--- src/sv/dram_frfcfs_write_drain_scheduler_top_assert.svh ---
// ----------------------------------------------------------------------------
// Assertion macros for the FR-FCFS write-drain scheduler
// Property wrappers that compile away when SYNTHESIS is defined.
// ----------------------------------------------------------------------------
`ifndef DRAM_FRFCFS_WRITE_DRAIN_SCHEDULER_TOP_ASSERT_SVH
`define DRAM_FRFCFS_WRITE_DRAIN_SCHEDULER_TOP_ASSERT_SVH

`ifndef SYNTHESIS
// The consequent must hold in the same cycle as the antecedent.
`define DFWS_ASSERT_SAME(label, clk, rst, ante, cons) \
   label: assert property (@(posedge clk) disable iff (rst) (ante) |-> (cons)) \
      else $error("assertion failed: same-cycle implication");
// The consequent must hold in the cycle after the antecedent.
`define DFWS_ASSERT_NEXT(label, clk, rst, ante, cons) \
   label: assert property (@(posedge clk) disable iff (rst) (ante) |=> (cons)) \
      else $error("assertion failed: next-cycle implication");
`else
`define DFWS_ASSERT_SAME(label, clk, rst, ante, cons)
`define DFWS_ASSERT_NEXT(label, clk, rst, ante, cons)
`endif

`endif

--- src/sv/dfws_pkg.sv ---
// ----------------------------------------------------------------------------
// FR-FCFS write-drain scheduler package
// Field widths, codes, reset values and shared types of the scheduler.
// ----------------------------------------------------------------------------
package dfws_pkg;

   // Field widths.
   localparam int OP_W    = 2;
   localparam int LEN_W   = 7;
   localparam int CMD_W   = 2;
   localparam int RANK_W  = 1;
   localparam int BANK_W  = 3;
   localparam int MASK_W  = 16;
   localparam int KIND_W  = 2;
   localparam int POS_W   = 6;
   localparam int WAIT_W  = 4;
   localparam int CNT_W   = 32;
   localparam int CSR_IDX_W  = 2;
   localparam int CSR_DATA_W = 7;

   // Item operation codes.
   localparam logic [OP_W-1:0] OP_START = 2'd0;
   localparam logic [OP_W-1:0] OP_ENTRY = 2'd1;
   localparam logic [OP_W-1:0] OP_END   = 2'd2;

   // DRAM command codes.
   localparam logic [CMD_W-1:0] CMD_COLUMN    = 2'd0;
   localparam logic [CMD_W-1:0] CMD_ACTIVATE  = 2'd1;
   localparam logic [CMD_W-1:0] CMD_PRECHARGE = 2'd2;

   // Issue kinds reported on the result channel.
   localparam logic [KIND_W-1:0] KIND_NONE      = 2'd0;
   localparam logic [KIND_W-1:0] KIND_REQUEST   = 2'd1;
   localparam logic [KIND_W-1:0] KIND_PRECHARGE = 2'd2;

   // Configuration register indexes.
   localparam logic [CSR_IDX_W-1:0] CSR_HIGH_WM     = 2'd0;
   localparam logic [CSR_IDX_W-1:0] CSR_LOW_WM      = 2'd1;
   localparam logic [CSR_IDX_W-1:0] CSR_WAIT_LIMIT  = 2'd2;
   localparam logic [CSR_IDX_W-1:0] CSR_SINGLE_CHAN = 2'd3;

   // Configuration reset values.
   localparam logic [LEN_W-1:0]  HIGH_WM_RESET     = 7'd40;
   localparam logic [LEN_W-1:0]  LOW_WM_RESET      = 7'd20;
   localparam logic [WAIT_W-1:0] WAIT_LIMIT_RESET  = 4'd6;
   localparam logic              SINGLE_CHAN_RESET = 1'b1;

   // Saturation points.
   localparam logic [POS_W-1:0]  POS_MAX  = '1;
   localparam logic [WAIT_W-1:0] WAIT_MAX = '1;
   localparam logic [CNT_W-1:0]  CNT_MAX  = '1;

   // Hardware limits of the recent-access mask.
   localparam int MASK_RANKS = 2;
   localparam int MASK_BANKS = 8;

   // Running choice of the current scan.
   typedef struct packed {
      logic [POS_W-1:0]  pos;
      logic [CMD_W-1:0]  cmd;
      logic [RANK_W-1:0] rank;
      logic [BANK_W-1:0] bank;
   } choice_type;

   // One result item.
   typedef struct packed {
      logic [KIND_W-1:0] issued_kind;
      logic              from_write_queue;
      logic [POS_W-1:0]  chosen_entry;
      logic [CMD_W-1:0]  chosen_cmd;
      logic [RANK_W-1:0] target_rank;
      logic [BANK_W-1:0] target_bank;
      logic              in_write_drain;
      logic [CNT_W-1:0]  row_hit_count;
      logic [CNT_W-1:0]  precharge_count;
      logic [CNT_W-1:0]  read_while_wait_count;
   } result_type;

   // Saturating increment of a statistics counter.
   function automatic logic [CNT_W-1:0] sat_inc(input logic [CNT_W-1:0] value);
      return (value == CNT_MAX) ? value : value + CNT_W'(1);
   endfunction

endpackage

--- src/sv/dfws_if.sv ---
// ----------------------------------------------------------------------------
// FR-FCFS write-drain scheduler channels
// Valid/ready channels for scheduler items, results and register writes.
// ----------------------------------------------------------------------------

// Input item channel.
interface dfws_req_if;
   logic                            valid;
   logic                            ready;
   logic [dfws_pkg::OP_W-1:0]       op;
   logic [dfws_pkg::LEN_W-1:0]      read_queue_len;
   logic [dfws_pkg::LEN_W-1:0]      write_queue_len;
   logic                            entry_is_write;
   logic                            entry_issuable;
   logic [dfws_pkg::CMD_W-1:0]      entry_next_cmd;
   logic [dfws_pkg::RANK_W-1:0]     entry_rank;
   logic [dfws_pkg::BANK_W-1:0]     entry_bank;
   logic [dfws_pkg::MASK_W-1:0]     precharge_allowed;

   modport source (output valid, op, read_queue_len, write_queue_len, entry_is_write,
                   entry_issuable, entry_next_cmd, entry_rank, entry_bank,
                   precharge_allowed, input ready);
   modport sink   (input valid, op, read_queue_len, write_queue_len, entry_is_write,
                   entry_issuable, entry_next_cmd, entry_rank, entry_bank,
                   precharge_allowed, output ready);
endinterface

// Result item channel.
interface dfws_rsp_if;
   logic                            valid;
   logic                            ready;
   logic [dfws_pkg::KIND_W-1:0]     issued_kind;
   logic                            from_write_queue;
   logic [dfws_pkg::POS_W-1:0]      chosen_entry;
   logic [dfws_pkg::CMD_W-1:0]      chosen_cmd;
   logic [dfws_pkg::RANK_W-1:0]     target_rank;
   logic [dfws_pkg::BANK_W-1:0]     target_bank;
   logic                            in_write_drain;
   logic [dfws_pkg::CNT_W-1:0]      row_hit_count;
   logic [dfws_pkg::CNT_W-1:0]      precharge_count;
   logic [dfws_pkg::CNT_W-1:0]      read_while_wait_count;

   modport source (output valid, issued_kind, from_write_queue, chosen_entry, chosen_cmd,
                   target_rank, target_bank, in_write_drain, row_hit_count,
                   precharge_count, read_while_wait_count, input ready);
   modport sink   (input valid, issued_kind, from_write_queue, chosen_entry, chosen_cmd,
                   target_rank, target_bank, in_write_drain, row_hit_count,
                   precharge_count, read_while_wait_count, output ready);
endinterface

// Register write channel.
interface dfws_csr_if;
   logic                                valid;
   logic                                ready;
   logic [dfws_pkg::CSR_IDX_W-1:0]      index;
   logic [dfws_pkg::CSR_DATA_W-1:0]     data;

   modport source (output valid, index, data, input ready);
   modport sink   (input valid, index, data, output ready);
endinterface

--- src/sv/dram_frfcfs_write_drain_scheduler_top.sv ---
// ----------------------------------------------------------------------------
// FR-FCFS DRAM command scheduler with write drain
// Picks one command per controller cycle for one DRAM channel. A controller
// cycle arrives as a start item (queue lengths, which set the write-drain
// mode), the entries of the served queue in arrival order, and an end item
// (the precharge-allowed mask). The first issuable column access wins,
// otherwise the oldest issuable entry; with nothing chosen outside write
// drain, one recently column-accessed bank whose precharge is allowed is
// closed. Items are accepted back to back while the output register is free
// or being emptied; the result of an end item appears in the next cycle,
// from the output register. Register writes take effect at once and are
// always accepted.
// ----------------------------------------------------------------------------
`include "dram_frfcfs_write_drain_scheduler_top_assert.svh"

module dram_frfcfs_write_drain_scheduler_top #(
   parameter int RANK_COUNT = 2,
   parameter int BANK_COUNT = 8
) (
   input  logic              clock,
   input  logic              reset,
   dfws_req_if.sink          req_ch,
   dfws_rsp_if.source        rsp_ch,
   dfws_csr_if.sink          csr_ch
);

   // Ranks and banks that the recent-access mask can hold.
   localparam int RankUsed = (RANK_COUNT < dfws_pkg::MASK_RANKS) ?
                             RANK_COUNT : dfws_pkg::MASK_RANKS;
   localparam int BankUsed = (BANK_COUNT < dfws_pkg::MASK_BANKS) ?
                             BANK_COUNT : dfws_pkg::MASK_BANKS;

   function automatic logic [dfws_pkg::MASK_W-1:0] used_mask(input int ranks,
                                                             input int banks);
      logic [dfws_pkg::MASK_W-1:0] mask;
      logic [3:0]                  bit_idx;
      mask = '0;
      for (int i = 0; i < dfws_pkg::MASK_W; i++) begin
         bit_idx = 4'(i);
         mask[i] = (int'(bit_idx[3]) < ranks) && (int'(bit_idx[2:0]) < banks);
      end
      return mask;
   endfunction

   localparam logic [dfws_pkg::MASK_W-1:0] RecentMask = used_mask(RankUsed, BankUsed);

   // Configuration registers.
   logic [dfws_pkg::LEN_W-1:0]   high_wm_ff;
   logic [dfws_pkg::LEN_W-1:0]   low_wm_ff;
   logic [dfws_pkg::WAIT_W-1:0]  wait_limit_ff;
   logic                         single_chan_ff;

   // Scheduler state.
   logic                         drain_mode_ff, drain_mode_in;
   logic [dfws_pkg::WAIT_W-1:0]  write_wait_ff, write_wait_in;
   logic [dfws_pkg::MASK_W-1:0]  recent_ff, recent_in;
   logic [dfws_pkg::POS_W-1:0]   entry_count_ff, entry_count_in;
   logic                         have_choice_ff, have_choice_in;
   logic                         have_hit_ff, have_hit_in;
   dfws_pkg::choice_type         choice_ff, choice_in;
   logic [dfws_pkg::CNT_W-1:0]   hit_count_ff, hit_count_in;
   logic [dfws_pkg::CNT_W-1:0]   pre_count_ff, pre_count_in;
   logic [dfws_pkg::CNT_W-1:0]   read_wait_count_ff, read_wait_count_in;

   // Output register.
   logic                         rsp_valid_ff;
   dfws_pkg::result_type         result_ff, result_in;

   logic                         req_accept;
   logic                         end_accept;

   assign req_ch.ready = !rsp_valid_ff || rsp_ch.ready;
   assign req_accept   = req_ch.valid && req_ch.ready;
   assign end_accept   = req_accept && (req_ch.op == dfws_pkg::OP_END);
   assign csr_ch.ready = 1'b1;

   // Per-item state update and result formation.
   always_comb begin
      logic                         drain_v;
      logic [dfws_pkg::WAIT_W-1:0]  wait_v;
      logic                         found_v;
      logic [3:0]                   found_idx_v;
      logic [3:0]                   choice_idx_v;
      logic                         in_range_v;

      drain_mode_in      = drain_mode_ff;
      write_wait_in      = write_wait_ff;
      recent_in          = recent_ff;
      entry_count_in     = entry_count_ff;
      have_choice_in     = have_choice_ff;
      have_hit_in        = have_hit_ff;
      choice_in          = choice_ff;
      hit_count_in       = hit_count_ff;
      pre_count_in       = pre_count_ff;
      read_wait_count_in = read_wait_count_ff;
      result_in          = '0;
      drain_v            = 1'b0;
      wait_v             = write_wait_ff;
      found_v            = 1'b0;
      found_idx_v        = '0;
      choice_idx_v       = {choice_ff.rank, choice_ff.bank};
      in_range_v         = (int'(choice_ff.rank) < RankUsed) &&
                           (int'(choice_ff.bank) < BankUsed);

      if (req_accept) begin
         case (req_ch.op)
            dfws_pkg::OP_START: begin
               // Decide the drain mode for this controller cycle.
               drain_v = drain_mode_ff && (req_ch.write_queue_len > low_wm_ff);
               if (req_ch.write_queue_len > high_wm_ff) begin
                  drain_v = 1'b1;
               end else if (single_chan_ff) begin
                  if (req_ch.read_queue_len == '0 && wait_v != dfws_pkg::WAIT_MAX) begin
                     wait_v = wait_v + dfws_pkg::WAIT_W'(1);
                  end
                  if (wait_v > wait_limit_ff) begin
                     wait_v  = '0;
                     drain_v = 1'b1;
                  end
                  write_wait_in = wait_v;
               end else begin
                  drain_v = 1'b1;
               end
               drain_mode_in  = drain_v;
               entry_count_in = '0;
               have_choice_in = 1'b0;
               have_hit_in    = 1'b0;
               choice_in      = '0;
            end
            dfws_pkg::OP_ENTRY: begin
               // Only entries of the served queue count.
               if (req_ch.entry_is_write == drain_mode_ff) begin
                  if (entry_count_ff != dfws_pkg::POS_MAX) begin
                     entry_count_in = entry_count_ff + dfws_pkg::POS_W'(1);
                  end
                  if (!have_hit_ff && req_ch.entry_issuable &&
                      !(have_choice_ff && req_ch.entry_next_cmd != dfws_pkg::CMD_COLUMN)) begin
                     if (have_choice_ff) begin
                        hit_count_in = dfws_pkg::sat_inc(hit_count_ff);
                     end
                     if (req_ch.entry_next_cmd == dfws_pkg::CMD_COLUMN) begin
                        have_hit_in = 1'b1;
                     end
                     have_choice_in = 1'b1;
                     choice_in.pos  = entry_count_ff;
                     choice_in.cmd  = req_ch.entry_next_cmd;
                     choice_in.rank = req_ch.entry_rank;
                     choice_in.bank = req_ch.entry_bank;
                  end
               end
            end
            dfws_pkg::OP_END: begin
               result_in.in_write_drain = drain_mode_ff;
               if (have_choice_ff) begin
                  // Issue the chosen request and track its bank.
                  result_in.issued_kind      = dfws_pkg::KIND_REQUEST;
                  result_in.from_write_queue = drain_mode_ff;
                  result_in.chosen_entry     = choice_ff.pos;
                  result_in.chosen_cmd       = choice_ff.cmd;
                  result_in.target_rank      = choice_ff.rank;
                  result_in.target_bank      = choice_ff.bank;
                  if (in_range_v) begin
                     if (choice_ff.cmd == dfws_pkg::CMD_COLUMN) begin
                        recent_in[choice_idx_v] = 1'b1;
                     end else if (choice_ff.cmd == dfws_pkg::CMD_ACTIVATE ||
                                  choice_ff.cmd == dfws_pkg::CMD_PRECHARGE) begin
                        recent_in[choice_idx_v] = 1'b0;
                     end
                  end
                  if (!drain_mode_ff) begin
                     if (write_wait_ff != '0) begin
                        read_wait_count_in = dfws_pkg::sat_inc(read_wait_count_ff);
                     end
                     write_wait_in = '0;
                  end
               end else if (!drain_mode_ff) begin
                  // Close the first recently used bank that may be precharged.
                  for (int i = 0; i < dfws_pkg::MASK_W; i++) begin
                     if (!found_v && RecentMask[i] && recent_ff[i] &&
                         req_ch.precharge_allowed[i]) begin
                        found_v     = 1'b1;
                        found_idx_v = 4'(i);
                     end
                  end
                  if (found_v) begin
                     result_in.issued_kind = dfws_pkg::KIND_PRECHARGE;
                     result_in.chosen_cmd  = dfws_pkg::CMD_PRECHARGE;
                     result_in.target_rank = found_idx_v[3];
                     result_in.target_bank = found_idx_v[2:0];
                     recent_in[found_idx_v] = 1'b0;
                     pre_count_in = dfws_pkg::sat_inc(pre_count_ff);
                  end
               end
               result_in.row_hit_count         = hit_count_ff;
               result_in.precharge_count       = pre_count_in;
               result_in.read_while_wait_count = read_wait_count_in;
               entry_count_in = '0;
               have_choice_in = 1'b0;
               have_hit_in    = 1'b0;
               choice_in      = '0;
            end
            default: begin
            end
         endcase
      end
   end

   // Configuration registers.
   always_ff @(posedge clock) begin
      if (reset) begin
         high_wm_ff     <= dfws_pkg::HIGH_WM_RESET;
         low_wm_ff      <= dfws_pkg::LOW_WM_RESET;
         wait_limit_ff  <= dfws_pkg::WAIT_LIMIT_RESET;
         single_chan_ff <= dfws_pkg::SINGLE_CHAN_RESET;
      end else if (csr_ch.valid && csr_ch.ready) begin
         case (csr_ch.index)
            dfws_pkg::CSR_HIGH_WM:     high_wm_ff     <= csr_ch.data;
            dfws_pkg::CSR_LOW_WM:      low_wm_ff      <= csr_ch.data;
            dfws_pkg::CSR_WAIT_LIMIT:  wait_limit_ff  <= csr_ch.data[dfws_pkg::WAIT_W-1:0];
            dfws_pkg::CSR_SINGLE_CHAN: single_chan_ff <= csr_ch.data[0];
            default: begin
            end
         endcase
      end
   end

   // Scheduler state registers.
   always_ff @(posedge clock) begin
      if (reset) begin
         drain_mode_ff      <= 1'b0;
         write_wait_ff      <= '0;
         recent_ff          <= '0;
         entry_count_ff     <= '0;
         have_choice_ff     <= 1'b0;
         have_hit_ff        <= 1'b0;
         choice_ff          <= '0;
         hit_count_ff       <= '0;
         pre_count_ff       <= '0;
         read_wait_count_ff <= '0;
      end else begin
         drain_mode_ff      <= drain_mode_in;
         write_wait_ff      <= write_wait_in;
         recent_ff          <= recent_in & RecentMask;
         entry_count_ff     <= entry_count_in;
         have_choice_ff     <= have_choice_in;
         have_hit_ff        <= have_hit_in;
         choice_ff          <= choice_in;
         hit_count_ff       <= hit_count_in;
         pre_count_ff       <= pre_count_in;
         read_wait_count_ff <= read_wait_count_in;
      end
   end

   // Output register: holds a result item until it is taken.
   always_ff @(posedge clock) begin
      if (reset) begin
         rsp_valid_ff <= 1'b0;
      end else if (req_ch.ready) begin
         rsp_valid_ff <= end_accept;
      end
   end

   always_ff @(posedge clock) begin
      if (end_accept) begin
         result_ff <= result_in;
      end
   end

   assign rsp_ch.valid                 = rsp_valid_ff;
   assign rsp_ch.issued_kind           = result_ff.issued_kind;
   assign rsp_ch.from_write_queue      = result_ff.from_write_queue;
   assign rsp_ch.chosen_entry          = result_ff.chosen_entry;
   assign rsp_ch.chosen_cmd            = result_ff.chosen_cmd;
   assign rsp_ch.target_rank           = result_ff.target_rank;
   assign rsp_ch.target_bank           = result_ff.target_bank;
   assign rsp_ch.in_write_drain        = result_ff.in_write_drain;
   assign rsp_ch.row_hit_count         = result_ff.row_hit_count;
   assign rsp_ch.precharge_count       = result_ff.precharge_count;
   assign rsp_ch.read_while_wait_count = result_ff.read_while_wait_count;

   // A column hit is only ever recorded on top of a choice.
   `DFWS_ASSERT_SAME(a_hit_has_choice, clock, reset, have_hit_ff, have_choice_ff)
   // An accepted end item always yields a result in the next cycle.
   `DFWS_ASSERT_NEXT(a_end_gives_result, clock, reset, end_accept, rsp_valid_ff)
   // An accepted end item leaves the scan state cleared.
   `DFWS_ASSERT_NEXT(a_end_clears_scan, clock, reset, end_accept,
                     !have_choice_ff && entry_count_ff == '0)
   // No aggressive precharge is reported during write drain.
   `DFWS_ASSERT_SAME(a_no_drain_precharge, clock, reset,
                     rsp_valid_ff && result_ff.issued_kind == dfws_pkg::KIND_PRECHARGE,
                     !result_ff.in_write_drain)
   // Nothing issued means an all-zero choice.
   `DFWS_ASSERT_SAME(a_idle_result_zero, clock, reset,
                     rsp_valid_ff && result_ff.issued_kind == dfws_pkg::KIND_NONE,
                     result_ff.chosen_entry == '0 && result_ff.chosen_cmd == '0 &&
                     result_ff.target_bank == '0 && result_ff.target_rank == '0)

endmodule
--- src/flat_wrapper.sv ---
// flat-port wrapper written by rule: the top's interface ports become plain ports
module dram_frfcfs_write_drain_scheduler_top_flat 
#(
   parameter int RANK_COUNT = 2,
   parameter int BANK_COUNT = 8
)
  (clock, reset, req_ch_valid, req_ch_op, req_ch_read_queue_len, req_ch_write_queue_len, req_ch_entry_is_write, req_ch_entry_issuable, req_ch_entry_next_cmd, req_ch_entry_rank, req_ch_entry_bank, req_ch_precharge_allowed, req_ch_ready, rsp_ch_valid, rsp_ch_issued_kind, rsp_ch_from_write_queue, rsp_ch_chosen_entry, rsp_ch_chosen_cmd, rsp_ch_target_rank, rsp_ch_target_bank, rsp_ch_in_write_drain, rsp_ch_row_hit_count, rsp_ch_precharge_count, rsp_ch_read_while_wait_count, rsp_ch_ready, csr_ch_valid, csr_ch_index, csr_ch_data, csr_ch_ready);
  dfws_req_if req_ch_i ();
  dfws_rsp_if rsp_ch_i ();
  dfws_csr_if csr_ch_i ();
  input  logic clock;
  input  logic reset;
  input wire logic [$bits(req_ch_i.valid)-1:0] req_ch_valid;
  input wire logic [$bits(req_ch_i.op)-1:0] req_ch_op;
  input wire logic [$bits(req_ch_i.read_queue_len)-1:0] req_ch_read_queue_len;
  input wire logic [$bits(req_ch_i.write_queue_len)-1:0] req_ch_write_queue_len;
  input wire logic [$bits(req_ch_i.entry_is_write)-1:0] req_ch_entry_is_write;
  input wire logic [$bits(req_ch_i.entry_issuable)-1:0] req_ch_entry_issuable;
  input wire logic [$bits(req_ch_i.entry_next_cmd)-1:0] req_ch_entry_next_cmd;
  input wire logic [$bits(req_ch_i.entry_rank)-1:0] req_ch_entry_rank;
  input wire logic [$bits(req_ch_i.entry_bank)-1:0] req_ch_entry_bank;
  input wire logic [$bits(req_ch_i.precharge_allowed)-1:0] req_ch_precharge_allowed;
  output wire logic [$bits(req_ch_i.ready)-1:0] req_ch_ready;
  output wire logic [$bits(rsp_ch_i.valid)-1:0] rsp_ch_valid;
  output wire logic [$bits(rsp_ch_i.issued_kind)-1:0] rsp_ch_issued_kind;
  output wire logic [$bits(rsp_ch_i.from_write_queue)-1:0] rsp_ch_from_write_queue;
  output wire logic [$bits(rsp_ch_i.chosen_entry)-1:0] rsp_ch_chosen_entry;
  output wire logic [$bits(rsp_ch_i.chosen_cmd)-1:0] rsp_ch_chosen_cmd;
  output wire logic [$bits(rsp_ch_i.target_rank)-1:0] rsp_ch_target_rank;
  output wire logic [$bits(rsp_ch_i.target_bank)-1:0] rsp_ch_target_bank;
  output wire logic [$bits(rsp_ch_i.in_write_drain)-1:0] rsp_ch_in_write_drain;
  output wire logic [$bits(rsp_ch_i.row_hit_count)-1:0] rsp_ch_row_hit_count;
  output wire logic [$bits(rsp_ch_i.precharge_count)-1:0] rsp_ch_precharge_count;
  output wire logic [$bits(rsp_ch_i.read_while_wait_count)-1:0] rsp_ch_read_while_wait_count;
  input wire logic [$bits(rsp_ch_i.ready)-1:0] rsp_ch_ready;
  input wire logic [$bits(csr_ch_i.valid)-1:0] csr_ch_valid;
  input wire logic [$bits(csr_ch_i.index)-1:0] csr_ch_index;
  input wire logic [$bits(csr_ch_i.data)-1:0] csr_ch_data;
  output wire logic [$bits(csr_ch_i.ready)-1:0] csr_ch_ready;
  assign req_ch_i.valid = req_ch_valid;
  assign req_ch_i.op = req_ch_op;
  assign req_ch_i.read_queue_len = req_ch_read_queue_len;
  assign req_ch_i.write_queue_len = req_ch_write_queue_len;
  assign req_ch_i.entry_is_write = req_ch_entry_is_write;
  assign req_ch_i.entry_issuable = req_ch_entry_issuable;
  assign req_ch_i.entry_next_cmd = req_ch_entry_next_cmd;
  assign req_ch_i.entry_rank = req_ch_entry_rank;
  assign req_ch_i.entry_bank = req_ch_entry_bank;
  assign req_ch_i.precharge_allowed = req_ch_precharge_allowed;
  assign req_ch_ready = req_ch_i.ready;
  assign rsp_ch_valid = rsp_ch_i.valid;
  assign rsp_ch_issued_kind = rsp_ch_i.issued_kind;
  assign rsp_ch_from_write_queue = rsp_ch_i.from_write_queue;
  assign rsp_ch_chosen_entry = rsp_ch_i.chosen_entry;
  assign rsp_ch_chosen_cmd = rsp_ch_i.chosen_cmd;
  assign rsp_ch_target_rank = rsp_ch_i.target_rank;
  assign rsp_ch_target_bank = rsp_ch_i.target_bank;
  assign rsp_ch_in_write_drain = rsp_ch_i.in_write_drain;
  assign rsp_ch_row_hit_count = rsp_ch_i.row_hit_count;
  assign rsp_ch_precharge_count = rsp_ch_i.precharge_count;
  assign rsp_ch_read_while_wait_count = rsp_ch_i.read_while_wait_count;
  assign rsp_ch_i.ready = rsp_ch_ready;
  assign csr_ch_i.valid = csr_ch_valid;
  assign csr_ch_i.index = csr_ch_index;
  assign csr_ch_i.data = csr_ch_data;
  assign csr_ch_ready = csr_ch_i.ready;
  dram_frfcfs_write_drain_scheduler_top #(.RANK_COUNT(RANK_COUNT), .BANK_COUNT(BANK_COUNT)) u_core (.clock(clock), .reset(reset), .req_ch(req_ch_i), .rsp_ch(rsp_ch_i), .csr_ch(csr_ch_i));
endmodule
--- config.mk ---
export PLATFORM = sky130hd
export DESIGN_NAME = dram_frfcfs_write_drain_scheduler_top_flat
export DESIGN_NICKNAME = d
export VERILOG_FILES = /design/src/sv/dfws_pkg.sv /design/src/sv/dfws_if.sv /design/src/sv/dram_frfcfs_write_drain_scheduler_top.sv /design/src/flat_wrapper.sv
export VERILOG_INCLUDE_DIRS = /design/src /design/src/sv
export SDC_FILE = /design/constraint.sdc
export NUM_CORES = 1
export LEC_CHECK = 0
export ABC_AREA = 1
export BUFFER_PORTS_ARGS = -buffer_cell sky130_fd_sc_hd__buf_4
export CAP_MARGIN = 20
export CELL_PAD_IN_SITES_DETAIL_PLACEMENT = 1
export CELL_PAD_IN_SITES_GLOBAL_PLACEMENT = 1
export CORE_UTILIZATION = 46
export DETAILED_ROUTE_END_ITERATION = 10
export PLACE_DENSITY_LB_ADDON = 0.25
export SETUP_SLACK_MARGIN = 0.3
export SYNTH_ARGS = -nofsm -noshare
export SYNTH_HDL_FRONTEND = slang
export SYNTH_SLANG_ARGS = --single-unit
export TNS_END_PERCENT = 30
--- constraint.sdc ---
create_clock -name clock -period 8.3 [get_ports clock]
set_input_delay 0.415 -clock clock [delete_from_list [all_inputs] [get_ports clock]]
set_output_delay 0.415 -clock clock [all_outputs]
set_load 0.02 [all_outputs]
After elaboration in Yosys (flattened, before gate mapping)

Cells that the tools add are included.

Output and inout port bits: 115
Logic and storage cells: 306
Register bits: 269
Bits of input ports: 54

Add/subtract/negate cells: 5
Muxes and demuxes: 149
Bitwise operators: 8
Equal/unequal tests: 23
Reduce and logical (&&, ||, !) cells: 85
Order comparisons: 7

Operator list:

| kind                                                        | count |
|---|---|
| 2-to-1 mux 32 bit                                           | 8 |
| adder 32 x 1 -> 32 bit (second input constant)              | 3 |
| == test 32 bit (second input constant)                      | 3 |
| 2-to-1 mux 1 bit                                            | 93 |
| 2-to-1 mux 4 bit                                            | 22 |
| 2-to-1 mux 16 bit                                           | 5 |
| logical AND 1 bit                                           | 40 |
| AND 16 bit                                                  | 2 |
| inverter 16 bit                                             | 2 |
| 2-to-1 mux 6 bit                                            | 5 |
| 2-to-1 mux 12 bit                                           | 2 |
| one-hot mux 12 bit (2 select lines)                         | 1 |
| zero test 1 bit                                             | 18 |
| OR 16 bit                                                   | 1 |
| greater-than comparator 7 bit                               | 2 |
| 2-to-1 mux 3 bit                                            | 4 |
| != test 2 x 1 -> 1 bit (second input constant)              | 6 |
| one-hot mux 6 bit (2 select lines)                          | 1 |
| AND reduction 2 bit                                         | 6 |
| AND reduction 6 bit                                         | 2 |
| less-than comparator 4 x 5 -> 1 bit (second input constant) | 2 |
| AND reduction 5 bit                                         | 2 |
| demux 1 bit (select 4 bit)                                  | 2 |
| == test 2 bit (second input constant)                       | 4 |
| 23 further kinds                                            | 41 |

Depth between registers and ports, before layout

Gate-level depths: netlist (run 1).

Depth in word-level cells: 135
Depth in mapped cells: 18
Mapped depth without buffers: 18

Worst setup path before layout (run 1)

OpenSTA, ideal clock, no wires.

Path kind: input -> register
From: in rsp_ch_ready
To: reg u_core.pre_count_ff[5] (netlist bit)
Library setup time: 0.078 ns
Stages: 7
Buffers on the path: 1
Required time: 8.222 ns
Arrival: 4.754 ns
Slack: 3.468 ns
Cell sequence: inv_1 > nand2_2 > nand2_1 > nor2_1 > clkbuf_1 > nand3_1 > a21oi_1

Longest elaborated chain between the ends: 3

RTL lines:

| element                              | RTL line                                     | source |
|---|---|---|
| start, declared                      | flat_wrapper.sv:35                           | `input wire logic [$bits(rsp_ch_i.ready)-1:0] rsp_ch_ready;` |
| logical OR 1 bit                     | dram_frfcfs_write_drain_scheduler_top.sv:72  | `assign req_ch.ready = !rsp_valid_ff \|\| rsp_ch.ready;` |
| via req_ch_ready                     | flat_wrapper.sv:23                           | `output wire logic [$bits(req_ch_i.ready)-1:0] req_ch_ready;` |
| logical AND 1 bit                    | dram_frfcfs_write_drain_scheduler_top.sv:73  | `assign req_accept = req_ch.valid && req_ch.ready;` |
| AND reduction 2 bit (no source line) | -                                            |  |
| end signal, assigned                 | dram_frfcfs_write_drain_scheduler_top.sv:249 | `pre_count_ff <= pre_count_in;` |
| end, declared                        | dram_frfcfs_write_drain_scheduler_top.sv:62  | `logic [dfws_pkg::CNT_W-1:0] pre_count_ff, pre_count_in;` |

The timed path passes the listed nets, and every way through them passes these cells.
A chain may end at the register's enable or synchronous reset.

Worst setup path in the final report (run 1)

From: reg u_core.rsp_valid_ff (netlist: u_core.rsp_ch.valid)
To: reg u_core.write_wait_ff[0] (netlist bit)

Longest elaborated chain between the ends: 4

RTL lines:

| element                              | RTL line                                     | source |
|---|---|---|
| start, declared                      | dram_frfcfs_write_drain_scheduler_top.sv:66  | `logic rsp_valid_ff;` |
| start signal, assigned               | dram_frfcfs_write_drain_scheduler_top.sv:259 | `rsp_valid_ff <= end_accept;` |
| zero test 1 bit                      | dram_frfcfs_write_drain_scheduler_top.sv:72  |  |
| logical OR 1 bit                     | dram_frfcfs_write_drain_scheduler_top.sv:72  |  |
| logical AND 1 bit                    | dram_frfcfs_write_drain_scheduler_top.sv:73  |  |
| AND reduction 6 bit (no source line) | -                                            |  |
| end signal, assigned                 | dram_frfcfs_write_drain_scheduler_top.sv:242 | `write_wait_ff <= write_wait_in;` |
| end, declared                        | dram_frfcfs_write_drain_scheduler_top.sv:55  | `logic [dfws_pkg::WAIT_W-1:0] write_wait_ff, write_wait_in;` |

Every way passes these cells.

==> run metrics, run 1 <==
WL per Instance=16.9 µm; n_diodes=0; ys async rst share=0%; commonest non-fill, non-tap cell in the layout=nand2_1; Clock Latency Late Sink=0.55 ns; Critical Path RT=8.68 ns; RR Startpoint=u_core.rsp_ch.valid$_SDFFE_PP0N_; Slew @ Worst Pin=1.01 ns; total number of vias=12607; Hold Startpoint=csr_ch_data[4]; Die X=174 µm; status=completed; largest net degree at the start of global routing=173; Worst R2R Setup Slack=3.70 ns; Critical Path AT=4.98 ns; DRT Pass-1 Iters=7; DIE HEIGHT=174 µm; worst clock skew=0.0162 ns; # IOs=169; Post-CTS Resized=0; Post-CTS Repair Setup Buffers=0; synthesized flop and latch total=269; Setup Viol. Count Final=0; syn avg cell area=7.65 µm²; maximum vdd drop=0.168 mV; final worst setup slack=3.70 ns; CP max-delay cell=clkinv_2; CP max stage delay=0.84 ns; Worst-path clk slew=0.06 ns; final global-route overflow total=0; placed cell count=2291; clock root buffer=clkbuf_16; core box area=28900 µm²; Port-buffer cells=167; worst-path fanout max=172; post-place instance area=15200 µm²; max cap viols=0; fillcell total=3622; initial DRC count=826; most used flip-flop cell after synthesis=dfxtp_1; Syn Nets=1862; antenna violations before repair=0; wire length of the first global-routing pass=65400 µm; reg2reg path depth=12; fmax=0.217 GHz; fin crit share=55.5%; Final nets=2017; hold-fix buffers at CTS=0; TritonCTS clock tree=done; Distinct cells, synth=52; most frequent cells in the layout=nand2_1 (352), inv_1 (290), nor2_1 (213), buf_4 (171), dfxtp_1 (157); vias in the first global route=13144; HP Class=input pin to flip-flop; GRT Resource Usage Total=26.1%; routability cong.=0.903; pre-CTS setup slack=3.68 ns; Synth Instances=1784; setup TNS=0 ns; CTS sink count=269; DRT antenna net count=0; post-layout util=56.2%; count of final max-slew check failures=0; Ys Warns=0; clock buffer count from CTS=30; clock buffer depth=3; Period minus WS final=4.60 ns; CP startpoint kind=flip-flop; pwr dens=185 nW/µm²; Slew Limit Headroom=32.9%; Std-Cell Rows=62; Post-Route WL=39600 µm; P&R area growth vs syn=19.1%; full die area=30400 µm²; Starting Density=47.2%; Hold Path Depth=3; count of final hold-check violations=0; LEAKAGE=6.79 nW; HPWL after DPL=27900 µm; share of cells above drive strength 1=13.5%; Final Instance Count excl. Fillers=2347; Seq/Total Area, Yosys=47.7%; RSZ-0062 raised after global routing=no; Final Instance Area=16300 µm²; count of flip-flops with a built-in enable after synthesis=112; CP Cell Sequence=nand2_2, nand2_1, nor2_4, buf_12, clkinv_2, buf_4, nor2_1, inv_1, o21ai_1, o21ai_0, o21ai_0, nor2_1; H-tree depth=1; synthesized cell area=13600 µm²; worst setup path startpoint=u_core.rsp_ch.valid$_SDFFE_PP0N_; critical path endpoint category=flip-flop; critical path type=flip-flop to flip-flop; vias per inst=5.37; Post-route DRC=0
worst max-delay path: cells and delay by family, from the launching register on:
kind                   cells  cell delay [ns]
AO/OA/AOI/OAI              3             0.76
buffers and inverters      4             2.27
flip-flops                 1             0.32
AND/OR/NAND/NOR            5             0.82
layout make-up:
type,instances,area (µm²),share of cell area [%]
clock buffer,44,886,5.45
tap,384,480,2.96
sequential,269,6510,40.0
timing repair buffer,172,1300,8.02
multi-input combinational,1170,5820,35.8
clock inverter,12,144,0.885
inverter,296,1110,6.86
cells in the mapped netlist, drive strengths merged, types with 3 or more instances:
library cell | count | area share [%]
nor4 | 26 | 1.2
o21bai | 6 | 0.33
a21oi | 153 | 5.9
edfxtp | 112 | 25
nand3b | 11 | 0.61
o211ai | 10 | 0.55
dfxtp | 157 | 23
a31oi | 3 | 0.14
nand2 | 360 | 10
nand4 | 39 | 2.1
nand3 | 94 | 3.4
inv | 295 | 8.1
or2 | 3 | 0.14
ha | 24 | 2.2
o21ai | 98 | 3.6
buf | 12 | 0.55
o21a | 8 | 0.44
clkbuf | 37 | 1.0
a211oi | 4 | 0.22
a31o | 3 | 0.19
nor2 | 220 | 6.2
nor3 | 70 | 2.8
xor2 | 23 | 1.5
final timing paths:
kind	endpoint
min	u_core.low_wm_ff[4]$_SDFFE_PP1P_
max	u_core.write_wait_ff[0]$_SDFFE_PP0P_
max reg2reg	u_core.write_wait_ff[0]$_SDFFE_PP0P_
min reg2reg	u_core.high_wm_ff[6]$_SDFFE_PP0P_
flip-flops by register name, summed over array words and instances, names as in the netlist, named ones only:
name and count:
u_core.rsp_ch.target_rank 1, u_core.rsp_ch.chosen_entry 6, u_core.have_hit_ff 1, u_core.hit_count_ff 32, u_core.single_chan_ff 1, u_core.rsp_ch.in_write_drain 1
u_core.wait_limit_ff 4, u_core.drain_mode_ff 1, u_core.rsp_ch.row_hit_count 32, u_core.rsp_ch.issued_kind 2, u_core.rsp_ch.target_bank 3, u_core.pre_count_ff 32
u_core.high_wm_ff 7, u_core.rsp_ch.from_write_queue 1, u_core.rsp_ch.valid 1, u_core.entry_count_ff 6, u_core.read_wait_count_ff 32, u_core.choice_ff 12
u_core.rsp_ch.precharge_count 32, u_core.rsp_ch.chosen_cmd 2, u_core.write_wait_ff 4, u_core.rsp_ch.read_while_wait_count 32, u_core.have_choice_ff 1, u_core.low_wm_ff 7
cell families (layout without fill, tap and decap cells):
kind of cell               count (synthesis)  after routing  share of synthesized area [%]
adders and majority gates                 24             24                           2.20
DFF                                      269            269                           47.7
and+or+nand+nor                          829            829                           27.0
buffers and inverters                    345            524                           9.73
other                                      1              1                         0.0275
xor gates and xnor gates                  23             23                           1.48
AOI/OAI and AO/OA                        293            293                           11.9
report_power, final:
| group | leakage (nW) | switching, mW | internal [mW] | total, mW |
|---|---|---|---|---|
| clock network | 0.505 | 0.542 | 0.832 | 1.37 |
| registers | 2.41 | 0.0126 | 1.39 | 1.41 |
| logic | 3.87 | 0.154 | 0.0700 | 0.224 |
per-stage QoR:
stage / hold slack, ns / total power [mW]
2_1_floorplan: 0.433 / 1.57
3_3_place_gp: 0.448 / 1.65
3_5_place_dp: 0.456 / 1.66
4_1_cts: 0.0899 / 3.03
5_1_grt: 0.116 / 3.10
6_report: 0.105 / 3.00
per-layer routing:
metal | vias to the layer above | global-route usage, % | wire, µm
met5 | - | 0 | 0
met4 | 0 | 6.32 | 643
met3 | 40 | 3.22 | 1540
met2 | 264 | 46.6 | 19700
met1 | 6145 | 33.3 | 17700
li1 | 6158 | - | -
No activity file was read; power rests on OpenSTA's default activity.
==> run 2, diff against run 1 <==
Settings changed: CORE_UTILIZATION 46 to 39.
Clock period 8.3 ns to 3.95 ns, I/O delays scaled along.
==> run 2 against run 1 <==
  * Wire length down 0.97%
  * Critical endpoint is now u_core.drain_mode_ff$_SDFFE_PP0P_
  * Combinational power up 120%
  * Power up 110%
  * Sequential power up 110%
  * Register-to-register slack worse by 3.0 ns
  * Clock power up 110%
  * Sequential share of layout area down 0.77 points
  * Hold slack worse by 0.045 ns
  * Largest power group unchanged
==> run metrics, run 2 (synthesis results as in run 1) <==
Critical Path RT=4.40 ns (-4.28 ns); HPWL after DPL=27700 µm (-0.81%); met2 Usage GRT=37.8% (-8.8 points); CTS sink count=269 (unchanged); DRT Pass-1 Iters=5 (-2); pre-CTS setup slack=0.904 ns (-2.77 ns); grt met1 use=28.5% (-4.8 points); status=completed; CP startpoint kind=flip-flop; vias per inst=5.13 (-4.4%); Starting Density=39.6% (-7.6 points); routability cong.=0.870 (-3.7%); fillcell total=4319 (+19%); TritonCTS clock tree=done; P&R area growth vs syn=21.5%; n_diodes=0 (unchanged); full die area=35700 µm² (+18%); Die X=189 µm (+8.5%); Hold Startpoint=req_ch_precharge_allowed[0]; fin crit share=81.2% (+26 points); max cap viols=0 (unchanged); CP max stage delay=0.76 ns (-0.08 ns); share of cells above drive strength 1=13.8% (+0.28 points); clock buffer count from CTS=30 (unchanged); # IOs=169 (unchanged); core box area=34500 µm² (+19%); initial DRC count=644 (-22%); count of final hold-check violations=0 (unchanged); Period minus WS final=3.21 ns (-1.39 ns); Port-buffer cells=167 (unchanged); met3 GRT Util=2.93% (-0.29 points); vias in the first global route=12886 (-2.0%); H-tree depth=1 (unchanged); Setup Viol. Count Final=0 (unchanged); Internal=4.82 mW (+110%); Final nets=2042 (+1.2%); CP max-delay cell=o311ai_0; Post-route DRC=0 (unchanged); hold-fix buffers at CTS=18 (+18); sw frac=24.2% (+0.63 points); most frequent cells in the layout=nand2_1 (352), inv_1 (290), nor2_1 (213), buf_4 (178), dfxtp_1 (157); critical path endpoint category=flip-flop; Post-CTS Repair Setup Buffers=0 (unchanged); largest net degree at the start of global routing=172 (-0.58%); maximum vdd drop=0.306 mV (+82%); critical path type=flip-flop to flip-flop; pwr dens=384 nW/µm² (+110%); Worst-path clk slew=0.06 ns (about the same); setup TNS=0 ns (unchanged); clock buffer depth=3 (unchanged); DRT antenna net count=0 (unchanged); RR Startpoint=u_core.write_wait_ff[0]$_SDFFE_PP0P_; Slew Limit Headroom=24.5% (-8.4 points); Clock Latency Late Sink=0.56 ns (about the same); final worst setup slack=0.742 ns (-2.96 ns); worst setup path startpoint=u_core.write_wait_ff[0]$_SDFFE_PP0P_; count of final max-slew check failures=0 (unchanged); clock root buffer=clkbuf_16; DIE HEIGHT=189 µm (+8.5%); antenna violations before repair=0 (unchanged); final global-route overflow total=0 (unchanged); placed cell count=2369 (+3.4%); Final Instance Count excl. Fillers=2443 (+4.1%); wire length of the first global-routing pass=64100 µm (-2.0%); Critical Path AT=3.66 ns (-1.32 ns); Final Instance Area=16600 µm² (+2.0%); Post-Route WL=39200 µm (-0.97%); P_sw=1.54 mW (+120%); post-place instance area=15400 µm² (+0.93%); Power, Total=6.35 mW (+110%); fmax=0.312 GHz (+43%); commonest non-fill, non-tap cell in the layout=nand2_1; total number of vias=12539 (-0.54%); sequential power share=46.4% (-0.4 points); HP Class=input pin to flip-flop; RSZ-0062 raised after global routing=no; Clock power frac=45.8% (about the same); GRT Resource Usage Total=21.8% (-4.3 points); GRT Max-Usage Layer=met2; worst clock skew=0.0120 ns (-0.00418 ns); WL per Instance=16.0 µm (-4.9%); Post-CTS Resized=0 (unchanged); worst-path fanout max=5 (-97%); LEAKAGE=6.89 nW (+1.5%); Std-Cell Rows=68 (+9.7%); Comb power frac=7.8% (+0.4 points); CP Cell Sequence=ha_1, inv_1, o311ai_0, nor4_1, xor2_1, inv_1, ha_1, a21oi_1, nand2_1, o21ai_0, o21ai_0, o221a_2; Slew @ Worst Pin=1.13 ns (+0.126 ns)
run 2: cell types whose count changed in the layout (fill, tap and decap cells not counted), moves of 2 or more:
cell,previous run,this run
dlygate4sd3_1,0,18
buf_4,171,178
clkbuf_1,8,1
clkinv_1,2,7
clkinv_4,0,3
clkbuf_8,4,2
clkinv_2,6,8
inv_6,2,0
run 2: layout make-up:
type,count,area [µm²],area share [%]
timing repair buffer,197,1540,9.27
sequential,269,6510,39.3
tap,455,569,3.44
multi-input combinational,1170,5820,35.1
clock buffer,34,807,4.87
clock inverter,22,219,1.32
inverter,296,1110,6.73
run 2: per-stage QoR:
step / hold slack, ns / utilization, %
final: 0.0594 / 48.1
after global routing: 0.0985 / 48.1
after CTS: 0.0353 / 48.1
after detailed placement: 0.436 / 44.6
after global placement: 0.429 / 44.6
after floorplan: 0.325 / -
run 2: critical path, delay by kind of cell, from the launching register on:
kind            cells  cell delay, ns
compound gates      5            1.71
xor+xnor            1            0.18
fa+ha+maj           2            0.47
buf+inv             2            0.14
flops               1            0.38
simple gates        2            0.20
run 2: path summary, 6_finish.rpt:
kind	end	slack [ns]	cells past startpoint
setup reg to reg	u_core.drain_mode_ff$_SDFFE_PP0P_	0.74	12
hold / removal	flip-flop	0.06	5
hold reg to reg	u_core.high_wm_ff[1]$_SDFFE_PP0P_	0.46	2
setup / recovery	u_core.drain_mode_ff$_SDFFE_PP0P_	0.74	12
run 2: power by group through the flow:
stage,clock (mW),sequential (mW),combinational [mW]
after floorplan,0,3.03,0.273
after global placement,0,3.01,0.465
after detailed placement,0,3.01,0.477
after CTS,2.98,2.95,0.497
after global routing,3.07,2.95,0.546
final,2.91,2.95,0.493
run 2: per-layer routing:
| metal | vias to the layer above | routed length (µm) |
|---|---|---|
| li1 | 6213 | - |
| met1 | 6049 | 18400 |
| met2 | 211 | 18500 |
| met3 | 66 | 1470 |
| met4 | 0 | 828 |
| met5 | - | 0 |
